===== src/rtl/msnp_pkg.sv =====
// Shared definitions for the MOESIF snooping line controller.
// Field widths, event codes and the packed result record; no dependencies.
`default_nettype none

package msnp_pkg;

  localparam int ADDR_BITS  = 32;
  localparam int ID_BITS    = 4;
  localparam int OP_BITS    = 3;
  localparam int STATE_BITS = 4;

  // Input tdata: addr, requester_id, shared_in, padded to whole bytes.
  localparam int IN_FIELD_BITS = ADDR_BITS + ID_BITS + 1;
  localparam int IN_DATA_BITS  = ((IN_FIELD_BITS + 7) / 8) * 8;

  typedef enum logic [OP_BITS-1:0] {
    OP_LOAD  = 3'd0,
    OP_STORE = 3'd1,
    OP_GETS  = 3'd2,
    OP_GETM  = 3'd3,
    OP_DATA  = 3'd4
  } op_t;

  typedef enum logic [1:0] {
    CMD_NONE = 2'd0,
    CMD_GETS = 2'd1,
    CMD_GETM = 2'd2,
    CMD_DATA = 2'd3
  } bus_cmd_t;

  typedef enum logic [1:0] {
    ERR_NONE    = 2'd0,
    ERR_PENDING = 2'd1,
    ERR_HOLDING = 2'd2,
    ERR_ILLEGAL = 2'd3
  } err_t;

  // First member is the most significant, so bus_cmd lands in the lowest bits.
  typedef struct packed {
    logic [STATE_BITS-1:0] new_state;
    err_t                  error;
    logic                  silent_upgrade;
    logic                  miss;
    logic                  assert_shared;
    logic                  proc_done;
    logic [ID_BITS-1:0]    data_dest;
    logic [ADDR_BITS-1:0]  msg_addr;
    bus_cmd_t              bus_cmd;
  } result_t;

  localparam int RES_BITS      = $bits(result_t);
  localparam int OUT_DATA_BITS = ((RES_BITS + 7) / 8) * 8;

  typedef struct packed {
    logic [OP_BITS-1:0]   op;
    logic [ADDR_BITS-1:0] addr;
    logic [ID_BITS-1:0]   requester_id;
    logic                 shared_in;
  } item_t;

endpackage

`default_nettype wire


===== src/rtl/msnp_line_fsm.sv =====
// Line state register and transition logic of the MOESIF snooping controller.
// Depends on msnp_pkg for the item and result records and the event codes.
`default_nettype none

module msnp_line_fsm
  import msnp_pkg::*;
(
  input  wire logic    clk,
  input  wire logic    rst_n,
  input  wire logic    step,   // commit the transition for item
  input  wire item_t   item,
  output result_t      result
);

  typedef enum logic [STATE_BITS-1:0] {
    ST_I  = 4'd0,
    ST_S  = 4'd1,
    ST_E  = 4'd2,
    ST_O  = 4'd3,
    ST_M  = 4'd4,
    ST_F  = 4'd5,
    ST_IS = 4'd6,
    ST_IM = 4'd7,
    ST_SM = 4'd8,
    ST_OM = 4'd9,
    ST_FM = 4'd10
  } state_t;

  state_t state_r;
  state_t state_nxt;

  always_comb begin
    bus_cmd_t cmd;
    err_t     err;
    logic     done;
    logic     shr;
    logic     mis;
    logic     up;
    logic     getm;

    cmd       = CMD_NONE;
    err       = ERR_NONE;
    done      = 1'b0;
    shr       = 1'b0;
    mis       = 1'b0;
    up        = 1'b0;
    getm      = (item.op == OP_GETM);
    state_nxt = state_r;

    unique case (item.op) inside
      OP_LOAD, OP_STORE: begin
        unique case (state_r) inside
          ST_I: begin
            mis = 1'b1;
            if (item.op == OP_LOAD) begin
              cmd       = CMD_GETS;
              state_nxt = ST_IS;
            end else begin
              cmd       = CMD_GETM;
              state_nxt = ST_IM;
            end
          end
          ST_S, ST_O, ST_F: begin
            if (item.op == OP_LOAD) begin
              done = 1'b1;
            end else begin
              cmd = CMD_GETM;
              mis = 1'b1;
              if (state_r == ST_S)      state_nxt = ST_SM;
              else if (state_r == ST_O) state_nxt = ST_OM;
              else                      state_nxt = ST_FM;
            end
          end
          ST_E: begin
            done = 1'b1;
            if (item.op == OP_STORE) begin
              state_nxt = ST_M;
              up        = 1'b1;
            end
          end
          ST_M: begin
            done = 1'b1;
          end
          ST_IS, ST_IM, ST_SM, ST_OM, ST_FM: begin
            err = ERR_PENDING;
          end
          default: begin
            err = ERR_ILLEGAL;
          end
        endcase
      end
      OP_DATA: begin
        unique case (state_r) inside
          ST_I: begin
          end
          ST_IS: begin
            done      = 1'b1;
            state_nxt = item.shared_in ? ST_S : ST_E;
          end
          ST_IM, ST_SM, ST_OM, ST_FM: begin
            // A pending store completes with ownership, FM included.
            done      = 1'b1;
            state_nxt = ST_M;
          end
          ST_S, ST_E, ST_O, ST_M, ST_F: begin
            err = ERR_HOLDING;
          end
          default: begin
            err = ERR_ILLEGAL;
          end
        endcase
      end
      OP_GETS, OP_GETM: begin
        unique case (state_r) inside
          ST_S, ST_SM: begin
            shr = 1'b1;
            if (getm && state_r == ST_S) state_nxt = ST_I;
          end
          ST_E, ST_O, ST_M, ST_F: begin
            shr = 1'b1;
            cmd = CMD_DATA;
            if (getm)                 state_nxt = ST_I;
            else if (state_r == ST_E) state_nxt = ST_F;
            else if (state_r == ST_M) state_nxt = ST_O;
          end
          ST_OM, ST_FM: begin
            shr = 1'b1;
            cmd = CMD_DATA;
            if (getm) state_nxt = ST_IM;
          end
          ST_I, ST_IS, ST_IM: begin
            // Nothing to supply: the line is invalid or our own request is still in flight.
          end
          default: begin
            err = ERR_ILLEGAL;
          end
        endcase
      end
      default: begin
        err = ERR_ILLEGAL;
      end
    endcase

    if (err != ERR_NONE) begin
      cmd       = CMD_NONE;
      done      = 1'b0;
      shr       = 1'b0;
      mis       = 1'b0;
      up        = 1'b0;
      state_nxt = state_r;
    end

    result.bus_cmd        = cmd;
    result.msg_addr       = (cmd != CMD_NONE || done) ? item.addr : '0;
    result.data_dest      = (cmd == CMD_DATA) ? item.requester_id : '0;
    result.proc_done      = done;
    result.assert_shared  = shr;
    result.miss           = mis;
    result.silent_upgrade = up;
    result.error          = err;
    result.new_state      = state_nxt;
  end

  always_ff @(posedge clk) begin
    if (!rst_n) begin
      state_r <= ST_I;
    end else if (step) begin
      state_r <= state_nxt;
    end
  end

endmodule

`default_nettype wire


===== src/rtl/moesif_snoop_line_controller.sv =====
// Top level of the MOESIF snooping line controller: stream ports, input and
// result registers around the line state machine. Uses msnp_pkg, msnp_line_fsm.
`default_nettype none

//  Channel | Ports                      | Carries
//  --------+----------------------------+--------------------------------------
//  input   | in_tvalid/tready/tdata/tuser | one event: op in tuser, addr,
//          |                            | requester_id, shared_in in tdata
//  result  | out_tvalid/tready/tdata    | one result per event: bus message,
//          |                            | completion flags, error, new state
//
// An accepted event sits in the input register while the state lookup works on
// it; its result is then captured in the result register, from which it leaves
// on the output channel. The line state is a single register, so one event per
// cycle is sustained while the result channel is not stalled.
// A stalled result register holds the event in the input register; a new
// transaction is still accepted whenever the input register drains that cycle.
// Synchronous active-low reset empties both registers and puts the line in I.

module moesif_snoop_line_controller
  import msnp_pkg::*;
(
  input  wire logic                     clk,
  input  wire logic                     rst_n,

  input  wire logic                     in_tvalid,
  output logic                          in_tready,
  // [ADDR_BITS-1:0] addr, then requester_id, then shared_in, zero padding above
  input  wire logic [IN_DATA_BITS-1:0]  in_tdata,
  // op
  input  wire logic [OP_BITS-1:0]       in_tuser,

  output logic                          out_tvalid,
  input  wire logic                     out_tready,
  // bus_cmd, msg_addr, data_dest, proc_done, assert_shared, miss,
  // silent_upgrade, error, new_state, zero padding above
  output logic [OUT_DATA_BITS-1:0]      out_tdata
);

  // Input register: holds one accepted event until the lookup consumes it.
  logic    in_vld_r;
  item_t   in_item_r;

  // Result register.
  logic    out_vld_r;
  result_t out_res_r;

  result_t lookup_res;
  logic    advance;

  // The event moves on when the result register is empty or being emptied.
  assign advance   = in_vld_r && (!out_vld_r || out_tready);
  assign in_tready = !in_vld_r || advance;

  always_ff @(posedge clk) begin
    if (!rst_n) begin
      in_vld_r <= 1'b0;
    end else if (in_tready) begin
      in_vld_r <= in_tvalid;
    end
  end

  always_ff @(posedge clk) begin
    if (in_tvalid && in_tready) begin
      in_item_r.op           <= in_tuser;
      in_item_r.addr         <= in_tdata[ADDR_BITS-1:0];
      in_item_r.requester_id <= in_tdata[ADDR_BITS +: ID_BITS];
      in_item_r.shared_in    <= in_tdata[ADDR_BITS+ID_BITS];
    end
  end

  msnp_line_fsm u_fsm (
    .clk    (clk),
    .rst_n  (rst_n),
    .step   (advance),
    .item   (in_item_r),
    .result (lookup_res)
  );

  always_ff @(posedge clk) begin
    if (!rst_n) begin
      out_vld_r <= 1'b0;
    end else if (advance) begin
      out_vld_r <= 1'b1;
    end else if (out_tready) begin
      out_vld_r <= 1'b0;
    end
  end

  always_ff @(posedge clk) begin
    if (advance) begin
      out_res_r <= lookup_res;
    end
  end

  assign out_tvalid = out_vld_r;

  always_comb begin
    out_tdata               = '0;
    out_tdata[RES_BITS-1:0] = out_res_r;
  end

endmodule

`default_nettype wire

===== config.mk =====
export PLATFORM = sky130hd
export DESIGN_NAME = moesif_snoop_line_controller
export DESIGN_NICKNAME = d
export VERILOG_FILES = /design/src/rtl/msnp_pkg.sv /design/src/rtl/msnp_line_fsm.sv /design/src/rtl/moesif_snoop_line_controller.sv
export SDC_FILE = /design/constraint.sdc
export NUM_CORES = 1
export LEC_CHECK = 0
export BUFFER_PORTS_ARGS = -buffer_cell sky130_fd_sc_hd__buf_2
export CORE_MARGIN = 4
export CORE_UTILIZATION = 43
export CTS_CLUSTER_DIAMETER = 40
export DETAILED_ROUTE_END_ITERATION = 6
export MAX_ROUTING_LAYER = met4
export PLACE_DENSITY_LB_ADDON = 0.25
export REMOVE_ABC_BUFFERS = 1
export SETUP_SLACK_MARGIN = 0.3
export SLEW_MARGIN = 5
export SYNTH_ARGS = -nofsm -noshare
export SYNTH_HDL_FRONTEND = slang
export SYNTH_SLANG_ARGS = --single-unit
export TNS_END_PERCENT = 20

===== constraint.sdc =====
create_clock -name clk -period 5.65 [get_ports clk]
set_input_delay 1.13 -clock clk [delete_from_list [all_inputs] [get_ports clk]]
set_output_delay 1.13 -clock clk [all_outputs]
set_load 0.05 [all_outputs]

# Word-level counts from Yosys, hierarchy flattened
# Index checks and enable logic that the tools add are counted.
[op_classes] n_reduce_logical=31 bitwise=3 n_mux=37 n_eq_ne=15
[ops] cell="$mux 4" count=9
[ops] cell="$pmux 4 s3" count=3
[ops] cell="$reduce_or 6->1" count=3
[ops] cell="$eq 4x3->1 const B" count=4
[ops] cell="$pmux 2 s2" count=4
[ops] cell="$mux 2" count=7
[ops] cell="$reduce_or 2->1" count=7
[ops] cell="$eq 4x4->1 const B" count=3
[ops] cell="$reduce_or 11->1" count=1
[ops] cell="$reduce_or 5->1" count=2
[ops] cell="$mux 1" count=9
[ops] cell="$eq 4x2->1 const B" count=2
[ops] cell="$pmux 4 s2" count=1
[ops] cell="$reduce_or 4->1" count=2
[ops] cell="$reduce_or 8->1" count=1
[ops] cell="$eq 3x2->1 const B" count=2
[ops] cell="$pmux 1 s2" count=3
[ops] cell="$pmux 2 s3" count=1
[ops] cell="$reduce_bool 2->1" count=3
[ops] cell="$reduce_or 3->1" count=2
[ops] cell="$eq 4x1->1 const B" count=1
[ops] cell="$logic_not 4->1" count=1
[ops] cell="$eq 3x1->1 const B" count=1
[ops] cell="$eq 3x3->1 const B" count=1
[ops] cell="other kinds (6)" count=13
[word_totals] wordCells=102 reg_bits=94 inputBits=47

# Depth between registers and ports, before layout
# Gate-level depths: netlist of the first run.
[depth] depth_word=8 ltp_mapped=8 mapped_depth_nobuf=5

# Modules after synthesis
# From an unflattened synthesis of the first run, not the netlist that was laid out.
[hier_totals] cells_unflattened=278 area_unflattened_um2=4037.6
[modules_own_cells] module="moesif_snoop_line_controller" n_inst=1 area_per_inst_um2=2746.4 cells_per_inst=97
[modules_own_cells] module="msnp_line_fsm" n_inst=1 area_per_inst_um2=1291.2 cells_per_inst=181

# Worst setup path after synthesis of the first run
# Ideal clock, no wire load.
[synth_timing] kind="input to register" from="in out_tready" to="reg u_fsm.state_r[2]" arrival_time_ps=4191 required_time_ps=5528 setup_ps=122 slack_ps=1337 path_buffers=0 path_stages=4 cell_sequence="nor2b_1 -> nor2b_1 -> nand3_1 -> o311a_1"
[synth_between] elab_chain_cells=2
[synth_lines] element="start, declared" line="moesif_snoop_line_controller.sv:34" rtl="input wire logic out_tready,"
[synth_lines] element="$logic_or 1x1->1" line="moesif_snoop_line_controller.sv:52" rtl="assign advance = in_vld_r && (!out_vld_r || out_tready);"
[synth_lines] element="$logic_and 1x1->1" line="moesif_snoop_line_controller.sv:52"
[synth_lines] element="named net advance" line="moesif_snoop_line_controller.sv:49" rtl="logic advance;"
[synth_lines] element="end signal, assigned" line="msnp_line_fsm.sv:168" rtl="state_r <= state_nxt;"
[synth_lines] element="end, declared" line="msnp_line_fsm.sv:29" rtl="state_t state_r;"
# The timed path passes the listed nets, and every way through them passes these cells.
# A chain may end at the register's enable or synchronous reset.

# Worst setup path in the final report of the first run
[layout_timing] from="in out_tready" to="out in_tready"
[layout_between] elab_chain_cells=3
[layout_lines] element="$logic_or 1x1->1" line="moesif_snoop_line_controller.sv:52"
[layout_lines] element="$logic_and 1x1->1" line="moesif_snoop_line_controller.sv:52"
[layout_lines] element="$logic_or 1x1->1" line="moesif_snoop_line_controller.sv:53" rtl="assign in_tready = !in_vld_r || advance;"
[layout_lines] element="end, declared" line="moesif_snoop_line_controller.sv:27" rtl="output logic in_tready,"
# Every way passes these cells.

==> metrics.log, run 1 <==
[metrics] result of the run: finished, final reports clean
[metrics] Core Box Area: 0.008891 mm²
[metrics] Peak Freq: 335.3 MHz
[metrics] clk_lat worst skew: 350 ps
[metrics] leading register cell type out of synthesis: sky130_fd_sc_hd__edfxtp_1
[metrics] number of hold violations in the final report: 0
[metrics] vertical extent of the die: 104.4 µm
[metrics] area fraction in compound gates after synthesis: 9.299%
[metrics] root cell of the clock tree: sky130_fd_sc_hd__clkbuf_8
[metrics] leakage dissipation: 1.767 nW
[metrics] Largest stage delay, worst path: 300 ps
[metrics] reg-to-reg setup timing slack: 3170 ps
[metrics] Post-CTS Repair Setup Buffers: 0
[metrics] async set or reset register ratio after synthesis: 0%
[metrics] sink count of the clock tree: 94
[metrics] number of synthesized register bits: 94
[metrics] # nets final: 411
[metrics] Synth Area in Adders: 0%
[metrics] largest vdd supply drop: 0.0001492 V
[metrics] total net switching power: 0.0003954 W
[metrics] CP Capture Type: output pin
[metrics] proportion of power drawn by flip-flops and latches: 58.2%
[metrics] first-pass GRT wire length: 11920 µm
[metrics] clock transition at the registers of the reported paths: 100 ps
[metrics] H-tree Lvls: 3
[metrics] setup repair after global routing missed its margin: false
[metrics] final worst path period share: 52.79%
[metrics] clock skew: 9.786 ps
[metrics] CP Max Fanout: 4
[metrics] cells after synthesis: 277
[metrics] router iterations before antenna repair: 4
[metrics] endpoint arrival time on the critical path: 1850 ps
[metrics] sequential fraction of the synthesis area: 69.13%
[metrics] sum of overflow across all layers after global routing: 0
[metrics] post-route ant nets: 0
[metrics] Post-CTS Resized: 0
[metrics] routed length per placed instance: 15.68 µm
[metrics] portion of total power attributed to combinational logic: 12.8%
[metrics] number of DRC violations after detailed-routing iteration 0: 202
[metrics] number of buffers added on ports: 93
[metrics] Most Frequent Cell on Critical Path: sky130_fd_sc_hd__buf_2
[metrics] num rows: 34
[metrics] Clock Tree Buf Depth: 2
[metrics] classification of the worst-slack hold path: flop to flop
[metrics] boundary pin count: 97
[metrics] total number of vias: 2476
[metrics] DRC errors left: 0
[metrics] final setup violating endpoints: 0
[metrics] die width: 104.4 µm
[metrics] ratio of cells with drive above 1 in the final layout: 34.69%
[metrics] maximum capacitance violations: 0
[metrics] mapped cell area: 0.003996 mm²
[metrics] commonest non-fill, non-tap cell in the layout: sky130_fd_sc_hd__buf_2
[metrics] main combinational cell family by area after synthesis: simple AND/OR/NAND/NOR gates
[metrics] Synth Area per Inst: 14.43 µm²
[metrics] post-synthesis share of cell area spent on xor and xnor gates: 0.4383%
[metrics] PnR Total Power: 0.001424 W
[metrics] Synth-to-Final Area Change: 16.22%
[metrics] count of hold-fix buffers inserted at cts: 0
[metrics] starting utilization of the core area: 44.95%
[metrics] Crit path required time: 4520 ps
[metrics] Cell Chain, Critical Path: buf_2 -> nor2b_1 -> nand2_1 -> buf_2
[metrics] GP Congestion: 0.8729
[metrics] overall die area: 0.01090 mm²
[metrics] number of max-slew violations in the final report: 0
[metrics] total clock buffers created by CTS: 9
[metrics] internal power component: 0.001029 W
[metrics] total inserted antenna cells: 0
[metrics] CP startpoint kind: input port
[metrics] global router's overall resource usage: 14.36%
[metrics] switching share of total power: 27.76%
[metrics] Synth Warn #: 0
[metrics] EDFF count, synth: 88
[metrics] TritonCTS clock tree: yes
[metrics] distinct cell type count of the synthesized netlist: 57
[metrics] power density cells: 306.7 mW/mm²
[metrics] number of global-route vias before repair: 2301
[metrics] Final Critical Period: 2983 ps
[metrics] maximum number of pins on one net before global-route repair: 41
[metrics] antenna violations before repair: 0
[metrics] accumulated negative setup slack: 0 ps
[metrics] post-detailed-routing wire length: 7478 µm
[metrics] detailed-route vias per instance: 5.191
[metrics] Worst-Margin Slew: 937.9 ps
[metrics] fraction of the mapped netlist area in simple logic gates: 15.75%
[metrics] highest-count cells in the layout ignoring fill and taps: sky130_fd_sc_hd__buf_2 (93), sky130_fd_sc_hd__edfxtp_1 (88), sky130_fd_sc_hd__and2_1 (37)
[metrics] WS Path Type: input port to output pin
[metrics] Detail Placement HPWL: 4944 µm
[metrics] tightest slew margin relative to the limit: 37.39%
[metrics] part of the power in the clock network: 29.0%
[metrics] mux share of post-synthesis cell area: 1.346%
[metrics] critical-path cell with the highest stage delay: sky130_fd_sc_hd__nor2b_1
-- state kept, by name, indices dropped and copies added (netlist names) --
signal,count
out_tdata,48
in_item_r,40
u_fsm.state_r,4
in_vld_r,1
out_tvalid,1
-- final cells by class --
type                            instances  area (µm²)
Fill cell                             764        4247
Sequential cell                        94        2763
Tap cell                              108       135.1
Clock buffer                           10       127.6
Clock inverter                          6       53.80
Inverter                                3       11.26
Timing Repair Buffer                   94       473.0
Multi-Input combinational cell        162        1081
-- power groups by stage --
stage | clock (W) | combinational, W | sequential, W
after global routing | 0.000457 | 0.000197 | 0.000834
after global placement | 0 | 0.000181 | 0.000844
final | 0.000413 | 0.000182 | 0.000829
after detailed placement | 0 | 0.000183 | 0.000845
after floorplan | 0 | 0.0000664 | 0.000907
after CTS | 0.000427 | 0.000184 | 0.000829
-- synthesized netlist by cell type (all sizes together), types with 2 or more instances --
cell type | n | area (µm²)
nand3b | 3 | 35.03
a211oi | 2 | 15.01
nand4 | 3 | 18.77
buf | 18 | 150.2
a21o | 2 | 15.01
o21ai | 15 | 75.07
a31o | 2 | 17.52
inv | 3 | 11.26
nor2 | 15 | 63.81
nor3 | 5 | 25.02
a21oi | 9 | 48.80
or2 | 3 | 18.77
a2111oi | 3 | 32.53
nand3 | 6 | 35.03
mux2 | 3 | 33.78
and3b | 2 | 17.52
nor2b | 5 | 31.28
a31oi | 4 | 31.28
edfxtp | 88 | 2643
nand2b | 5 | 31.28
o31ai | 2 | 15.01
o211ai | 2 | 15.01
and2 | 38 | 237.7
and2b | 2 | 15.01
and3 | 3 | 18.77
mux2i | 2 | 20.02
nand2 | 6 | 22.52
dfxtp | 6 | 120.1
-- stage by stage --
stage | hold WS (ps) | cells | instance area [µm²] | utilization (%) | worst slack [ps]
floorplan | 477.8 | 259 | 3846 | - | 1337
global placement | 493.4 | 461 | 4463 | 50.20 | 2680
detailed placement | 501.4 | 461 | 4463 | 50.20 | 2668
CTS | 521.3 | 477 | 4644 | 52.24 | 2664
global route | 540.9 | 477 | 4644 | 52.24 | 2599
finish | 515.1 | 477 | 4644 | 52.24 | 2667
-- path summary, 6_finish.rpt --
path	start	endpoint	cells after the start
worst max-delay path	out_tready	in_tready	4
worst min-delay path	in_item_r[6]	out_tdata[3]	1
worst max register to register	u_fsm.state_r[2]	out_tdata[28]	5
worst min register to register	in_item_r[6]	out_tdata[3]	1
-- cell families (layout without fill, tap and decap cells) --
logic type                after synthesis  in the layout
muxes                                   5              5
xor gates and xnor gates                2              2
buffers and inverters                  21            113
and+or+nand+nor                       102            102
DFF                                    94             94
AOI/OAI and AO/OA                      53             53
-- worst max-delay path, delay by kind of cell --
family | cells | cell delay (ps)
and+or+nand+nor | 2 | 410
buffers and inverters | 2 | 320
-- metal layers --
| metal | vias up | GRT usage (%) | part of all wire, % |
|---|---|---|---|
| met1 | 1159 | 19.43 | 45 |
| met2 | 100 | 19.88 | 46 |
| met5 | - | - | 0 |
| met3 | 10 | 4.780 | 7.1 |
| met4 | 0 | 5.793 | 1.9 |
| li1 | 1207 | - | - |
No activity file was read; power rests on OpenSTA's default activity.
==> run 2: changes to the inputs <==
- ABC_AREA: default -> 1
- clock period: 5.65 -> 2.9 ns (I/O delays scaled with it)
==> run 2 against run 1 <==
Die area down 3.0%; flip-flop and latch count unchanged; via count up 4.0%; worst hold slack worse by 120 ps; worst setup slack worse by 2100 ps; combinational power rose to 2.6 times the previous value; global-route usage up 1.2 points; critical path type is now flop to flop; largest power group unchanged; highest routed layer unchanged.
==> metrics.log, run 2 <==
[metrics] setup repair after global routing missed its margin: false
[metrics] placement-stage cell area: 0.004452 mm² (-0.25%)
[metrics] sum of overflow across all layers after global routing: 0 (unchanged)
[metrics] root cell of the clock tree: sky130_fd_sc_hd__clkbuf_8
[metrics] async set or reset register ratio after synthesis: 0% (unchanged)
[metrics] met2 Usage GRT: 22.59% (+2.7 points)
[metrics] post-detailed-routing wire length: 7814 µm (+4.5%)
[metrics] number of buffers added on ports: 93 (unchanged)
[metrics] starting utilization of the core area: 44.32% (-0.63 points)
[metrics] # nets final: 489 (+19%)
[metrics] count leader, synth: sky130_fd_sc_hd__edfxtp_1
[metrics] Clock Tree Buf Depth: 2 (unchanged)
[metrics] Final Critical Period: 2285 ps
[metrics] clk_lat worst skew: 350 ps (about the same)
[metrics] number of hold violations in the final report: 0 (unchanged)
[metrics] detailed-route vias per instance: 4.640 (-11%)
[metrics] boundary pin count: 97 (unchanged)
[metrics] H-tree Lvls: 3 (unchanged)
[metrics] worst flop-to-flop path startpoint: u_fsm.state_r[3]
[metrics] met3 Track Usage GR: 2.977% (-1.8 points)
[metrics] post-route ant nets: 0 (unchanged)
[metrics] number of DRC violations after detailed-routing iteration 0: 100 (-50%)
[metrics] hold path depth: 1 (unchanged)
[metrics] number of flip-flops under the largest register name: 48 (unchanged)
[metrics] EDFF count, synth: 88 (unchanged)
[metrics] GP Congestion: 0.9431 (+8.0%)
[metrics] total clock buffers created by CTS: 9 (unchanged)
[metrics] distinct cell type count of the synthesized netlist: 26 (-54%)
[metrics] die width: 102.8 µm (-1.5%)
[metrics] final setup violating endpoints: 0 (unchanged)
[metrics] Synth-to-Final Area Change: 21.53%
[metrics] largest area contributor in the netlist: sky130_fd_sc_hd__edfxtp_1
[metrics] leakage dissipation: 2.139 nW (+21%)
[metrics] Reg2Reg Depth: 11 (+6)
[metrics] Synth Area per Inst: 11.33 µm² (-21%)
[metrics] clock skew: 9.842 ps (+0.05548 ps)
[metrics] number of max-slew violations in the final report: 0 (unchanged)
[metrics] CP Capture Type: flop
[metrics] mapped cell area: 0.003865 mm² (-3.3%)
[metrics] tightest slew margin relative to the limit: 66.11% (+29 points)
[metrics] Area contributors post-synth: sky130_fd_sc_hd__edfxtp_1 (68%), sky130_fd_sc_hd__nand2_1 (5.9%), sky130_fd_sc_hd__inv_1 (5.6%)
[metrics] commonest non-fill, non-tap cell in the layout: sky130_fd_sc_hd__buf_2
[metrics] CP startpoint kind: flop
[metrics] TritonCTS clock tree: yes
[metrics] capturing element of the worst setup path: out_tdata[14]
[metrics] Peak Freq: 437.7 MHz
[metrics] classification of the worst-slack hold path: input port to flop
[metrics] router iterations before antenna repair: 4 (unchanged)
[metrics] post-layout instance area: 0.004697 mm² (+1.1%)
[metrics] antenna violations before repair: 1 (+1)
[metrics] final worst path period share: 78.79%
[metrics] total number of vias: 2575 (+4.0%)
[metrics] accumulated negative setup slack: 0 ps (unchanged)
[metrics] Synth top area share: 68.37% (+2.2 points)
[metrics] Post-CTS Resized: 0 (unchanged)
[metrics] Worst-Margin Slew: 507.5 ps (-430.4 ps)
[metrics] power density cells: 663.0 mW/mm² (+120%)
[metrics] number of global-route vias before repair: 2439 (+6.0%)
[metrics] vertical extent of the die: 102.8 µm (-1.5%)
[metrics] Core Box Area: 0.008721 mm² (-1.9%)
[metrics] clock transition at the registers of the reported paths: 90 ps (about the same)
[metrics] Worst R2R End: out_tdata[14]
[metrics] cells after synthesis: 341 (+23%)
[metrics] global router's overall resource usage: 15.60% (+1.2 points)
[metrics] ratio of cells with drive above 1 in the final layout: 30.04% (-4.6 points)
[metrics] Crit path required time: 2990 ps (-1530 ps)
[metrics] layer with the highest usage after global routing: met2
[metrics] DRC errors left: 0 (unchanged)
[metrics] sequential fraction of the synthesis area: 71.48% (+2.3 points)
[metrics] sink count of the clock tree: 94 (unchanged)
[metrics] CP Max Fanout: 32 (+28)
[metrics] reg-to-reg setup timing slack: 620 ps (-2550 ps)
[metrics] overall die area: 0.01057 mm² (-3.0%)
[metrics] maximum capacitance violations: 0 (unchanged)
[metrics] met1 layer usage reported by global route: 21.40% (+2.0 points)
[metrics] routed length per placed instance: 14.08 µm (-10%)
[metrics] number of synthesized register bits: 94 (unchanged)
[metrics] Detail Placement HPWL: 5642 µm (+14%)
[metrics] highest-count cells in the layout ignoring fill and taps: sky130_fd_sc_hd__buf_2 (93), sky130_fd_sc_hd__edfxtp_1 (88), sky130_fd_sc_hd__nand2_1 (61)
[metrics] origin of the worst setup path: u_fsm.state_r[3]
[metrics] largest vdd supply drop: 0.0003510 V (+140%)
[metrics] fillers: 753 (-1.4%)
[metrics] commonest cells in the synthesized netlist: sky130_fd_sc_hd__edfxtp_1 (88), sky130_fd_sc_hd__nand2_1 (61), sky130_fd_sc_hd__inv_1 (58)
[metrics] Synth Warn #: 0 (unchanged)
[metrics] leading register cell type out of synthesis: sky130_fd_sc_hd__edfxtp_1
[metrics] min-delay src: in_tdata[2]
[metrics] first-pass GRT wire length: 12000 µm (+0.70%)
[metrics] Post-CTS Repair Setup Buffers: 0 (unchanged)
[metrics] num rows: 34 (unchanged)
[metrics] result of the run: finished, final reports clean
[metrics] maximum number of pins on one net before global-route repair: 39 (-4.9%)
[metrics] count of hold-fix buffers inserted at cts: 0 (unchanged)
[metrics] endpoint arrival time on the critical path: 2380 ps (+530 ps)
[metrics] WS Path Type: flop to flop
[run 2: changes by cell type after synthesis, sizes merged, moves of 4 or more]
cell and delta:
nand3 +11, inv +58, and2 -38, o21ai -4, nand2b -5, nor2b -5
nor2 +46, buf -11, nand2 +58
[run 2: worst min path at each step]
stage                         end  slack, ps
finish               in_item_r[7]        400
global route        in_item_r[22]        360
CTS                  in_item_r[6]        380
detailed placement     out_tvalid        500
global placement       out_tvalid        490
floorplan           out_tdata[10]        520
[run 2: cell type report]
cell class              instances  area, µm²  share of cell area (%)
flip-flops and latches         94       2763                   58.82
multi-input cells             178      813.3                   17.31
repair buffers                 97      508.0                   10.82
inverters                      62      232.7                   4.955
well taps                     108      135.1                   2.877
clock buffers                   9      123.9                   2.637
clock inverters                 6      118.9                   2.531
diodes                          1      2.502                 0.05328
[run 2: metrics by stage]
step           setup slack, ps  power (W)  utilization (%)  instances  hold slack, ps
6_report                 615.2   0.003114            53.86        555           396.6
5_1_grt                  423.2   0.003258            53.86        555           363.3
4_1_cts                  598.4   0.003150            53.83        554           377.2
3_5_place_dp             603.3   0.002114            51.05        539           500.5
3_3_place_gp             675.6   0.002105            51.05        539           492.4
2_1_floorplan            539.9   0.001975                -        334           519.2
[run 2: kinds of logic after synthesis]
group | Yosys count | share of synthesized area [%]
and+or+nand+nor | 150 | 17.06
DFF | 94 | 71.48
buffers and inverters | 69 | 7.478
AOI/OAI and AO/OA | 28 | 3.982
[run 2: worst max-delay path, cell delays in order, from the launching register on]
cell	delay, ps
sky130_fd_sc_hd__dfxtp_1	510
sky130_fd_sc_hd__inv_2	180
sky130_fd_sc_hd__nand2_1	100
sky130_fd_sc_hd__nor2_1	60
sky130_fd_sc_hd__nor2_4	140
sky130_fd_sc_hd__inv_2	50
sky130_fd_sc_hd__or2_4	250
sky130_fd_sc_hd__nand2_2	60
sky130_fd_sc_hd__o21ai_2	70
sky130_fd_sc_hd__nor3_4	110
sky130_fd_sc_hd__buf_4	390
sky130_fd_sc_hd__nor2_1	90
[run 2: metal layers]
layer	routed length [µm]	part of all wire, %
met5	0	0
met4	110	1.4
met3	430	5.5
met2	3691	47
met1	3581	46
[run 2: power by group]
part	internal [W]	switching, W	total (W)
clock	0.000579	0.000457	0.00104
combinational	0.000118	0.000349	0.000467
sequential	0.00158	0.0000276	0.00161
total	0.00228	0.000834	0.00311
==> run 3: changes to the inputs <==
- clock period: 2.9 -> 2.3 ns (I/O delays scaled with it)
==> run 3 against run 2 <==
Clock skew up 5.1 ps; critical path type unchanged; cell count up 3.1%; power up 20%; highest routed layer unchanged; non-clock buffer count up 16; routed wire length up 4.0%; core utilization up 2.2 points; fmax up 16%; via count up 4.1%; worst hold slack worse by 130 ps; register-to-register slack worse by 290 ps; largest cell class unchanged; die area unchanged.
==> metrics.log, run 3 (synthesis results as in run 2) <==
[metrics] boundary pin count: 97 (unchanged)
[metrics] detailed-route vias per instance: 4.685 (+0.98%)
[metrics] Clock Tree Buf Depth: 2 (unchanged)
[metrics] DRC errors left: 0 (unchanged)
[metrics] sum of overflow across all layers after global routing: 0 (unchanged)
[metrics] accumulated negative setup slack: 0 ps (unchanged)
[metrics] number of DRC violations after detailed-routing iteration 0: 148 (+48%)
[metrics] clock skew: 14.97 ps (+5.128 ps)
[metrics] maximum number of pins on one net before global-route repair: 35 (-10%)
[metrics] Core Box Area: 0.008721 mm² (unchanged)
[metrics] setup repair after global routing missed its margin: true
[metrics] count of hold-fix buffers inserted at cts: 0 (unchanged)
[metrics] Synth-to-Final Area Change: 26.38%
[metrics] H-tree Lvls: 3 (unchanged)
[metrics] result of the run: finished, final reports clean
[metrics] final worst path period share: 85.81% (+7.0 points)
[metrics] clock transition at the registers of the reported paths: 100 ps (about the same)
[metrics] origin of the worst setup path: u_fsm.state_r[1]
[metrics] GP Congestion: 0.9117 (-3.3%)
[metrics] number of global-route vias before repair: 2400 (-1.6%)
[metrics] number of hold violations in the final report: 0 (unchanged)
[metrics] number of max-slew violations in the final report: 0 (unchanged)
[metrics] PnR Total Power: 0.003746 W (+20%)
[metrics] post-route ant nets: 0 (unchanged)
[metrics] number of flip-flops under the largest register name: 48 (unchanged)
[metrics] commonest non-fill, non-tap cell in the layout: sky130_fd_sc_hd__buf_2
[metrics] number of buffers added on ports: 93 (unchanged)
[metrics] capturing element of the worst setup path: out_tdata[7]
[metrics] maximum capacitance violations: 0 (unchanged)
[metrics] overall die area: 0.01057 mm² (unchanged)
[metrics] final setup violating endpoints: 0 (unchanged)
[metrics] Reg2Reg Depth: 12 (+1)
[metrics] vertical extent of the die: 102.8 µm (unchanged)
[metrics] die width: 102.8 µm (unchanged)
[metrics] routed length per placed instance: 14.21 µm (+0.95%)
[metrics] Crit path required time: 2420 ps (-570 ps)
[metrics] placed insts: 545 (+1.1%)
[metrics] Sequential Area: 0.002775 mm² (+0.45%)
[metrics] Worst R2R End: out_tdata[7]
[metrics] first-pass GRT wire length: 11790 µm (-1.7%)
[metrics] CP Capture Type: flop
[metrics] worst flop-to-flop path startpoint: u_fsm.state_r[1]
[metrics] leakage dissipation: 2.246 nW (+5.0%)
[metrics] post-layout instance area: 0.004885 mm² (+4.0%)
[metrics] # nets final: 505 (+3.3%)
[metrics] final cell count without fillers: 572 (+3.1%)
[metrics] root cell of the clock tree: sky130_fd_sc_hd__clkbuf_8
[metrics] total clock buffers created by CTS: 9 (unchanged)
[metrics] global router's overall resource usage: 15.28% (-0.32 points)
[metrics] Peak Freq: 506.7 MHz (+16%)
[metrics] WS Path Type: flop to flop
[metrics] antenna violations before repair: 1 (unchanged)
[metrics] Final Critical Period: 1974 ps (-311.3 ps)
[metrics] num rows: 34 (unchanged)
[metrics] ratio of cells with drive above 1 in the final layout: 34.99% (+4.9 points)
[metrics] reg-to-reg setup timing slack: 330 ps (-290 ps)
[metrics] router iterations before antenna repair: 5 (+1)
[metrics] largest vdd supply drop: 0.0003883 V (+11%)
[metrics] starting utilization of the core area: 44.32% (unchanged)
[metrics] CP startpoint kind: flop
[metrics] sink count of the clock tree: 94 (unchanged)
[metrics] clk_lat worst skew: 360 ps (about the same)
[metrics] area used by multi-input combinational logic: 857.1 µm² (+5.4%)
[metrics] endpoint arrival time on the critical path: 2090 ps (-290 ps)
[metrics] fillers: 759 (+0.80%)
[metrics] Worst-Margin Slew: 391.9 ps (-115.6 ps)
[metrics] TritonCTS clock tree: yes
[metrics] total number of vias: 2680 (+4.1%)
[metrics] placement-stage cell area: 0.004509 mm² (+1.3%)
[metrics] Hold Worst Slack: 267.5 ps (-129.1 ps)
[metrics] Detail Placement HPWL: 5478 µm (-2.9%)
[metrics] classification of the worst-slack hold path: input port to flop
[metrics] tightest slew margin relative to the limit: 73.87% (+7.8 points)
[metrics] CP Max Fanout: 8 (-75%)
[metrics] highest-count cells in the layout ignoring fill and taps: sky130_fd_sc_hd__buf_2 (93), sky130_fd_sc_hd__edfxtp_1 (88), sky130_fd_sc_hd__nand2_1 (58)
[metrics] post-detailed-routing wire length: 8130 µm (+4.0%)
[metrics] power density cells: 766.9 mW/mm² (+16%)
## run 3: layout make-up
| class | count | share of cell area (%) |
|---|---|---|
| multi-input cells | 178 | 17.55 |
| clock buffers | 10 | 2.613 |
| diodes | 1 | 0.05123 |
| well taps | 108 | 2.766 |
| inverters | 62 | 4.816 |
| repair buffers | 113 | 14.32 |
| flip-flops and latches | 94 | 56.81 |
| clock inverters | 6 | 1.076 |
## run 3: repair_timing
item	4_1_cts	5_1_grt
endpoints found under the setup margin	32	32
gates resized for setup	1	22
gates cloned	0	3
pin swaps	0	4
setup buffers	0	7
hold endpoints to repair	0	0
## run 3: where the power goes
| group | leakage [nW] | internal (W) | switching, W | total [W] |
|---|---|---|---|---|
| clock | 0.0854 | 0.000411 | 0.000596 | 0.00101 |
| sequential | 0.909 | 0.00200 | 0.0000352 | 0.00203 |
| combinational | 1.25 | 0.000231 | 0.000476 | 0.000707 |
## run 3: layer usage
layer  part of all wire [%]  up-vias  track usage, %
li1                       -     1352               -
met1                     45     1221           21.10
met2                     46       98           21.65
met3                    7.6        9           3.518
met4                    1.6        0           6.673
met5                      0        -               -
## run 3: stage by stage
step           util [%]  worst slack, ps
6_report          56.01            326.5
3_3_place_gp      51.71            279.4
4_1_cts           53.79            301.1
3_5_place_dp      51.71            261.0
2_1_floorplan         -           -31.78
5_1_grt           56.01            262.5
## run 3: how the worst min path moves through the flow
| stage | startpoint | to | slack, ps | cells past startpoint |
|---|---|---|---|---|
| detailed placement | out_tvalid | out_tvalid | 500 | 2 |
| finish | in_tdata[8] | in_item_r[13] | 270 | 1 |
| global placement | out_tvalid | out_tvalid | 490 | 2 |
| global route | in_tdata[23] | in_item_r[28] | 240 | 1 |
| CTS | in_tdata[17] | in_item_r[22] | 250 | 1 |
| floorplan | in_item_r[13] | out_tdata[10] | 520 | 2 |
## run 3: worst max-delay path, stage by stage, from the launching register on
cell	delay, ps
sky130_fd_sc_hd__dfxtp_4	410
sky130_fd_sc_hd__nand2_4	80
sky130_fd_sc_hd__inv_4	60
sky130_fd_sc_hd__nor2_4	40
sky130_fd_sc_hd__nor2_4	140
sky130_fd_sc_hd__inv_2	50
sky130_fd_sc_hd__or2_4	270
sky130_fd_sc_hd__nand2_4	70
sky130_fd_sc_hd__o21ai_4	70
sky130_fd_sc_hd__nor3_4	200
sky130_fd_sc_hd__buf_12	150
sky130_fd_sc_hd__clkbuf_16	150
sky130_fd_sc_hd__nor2_1	40
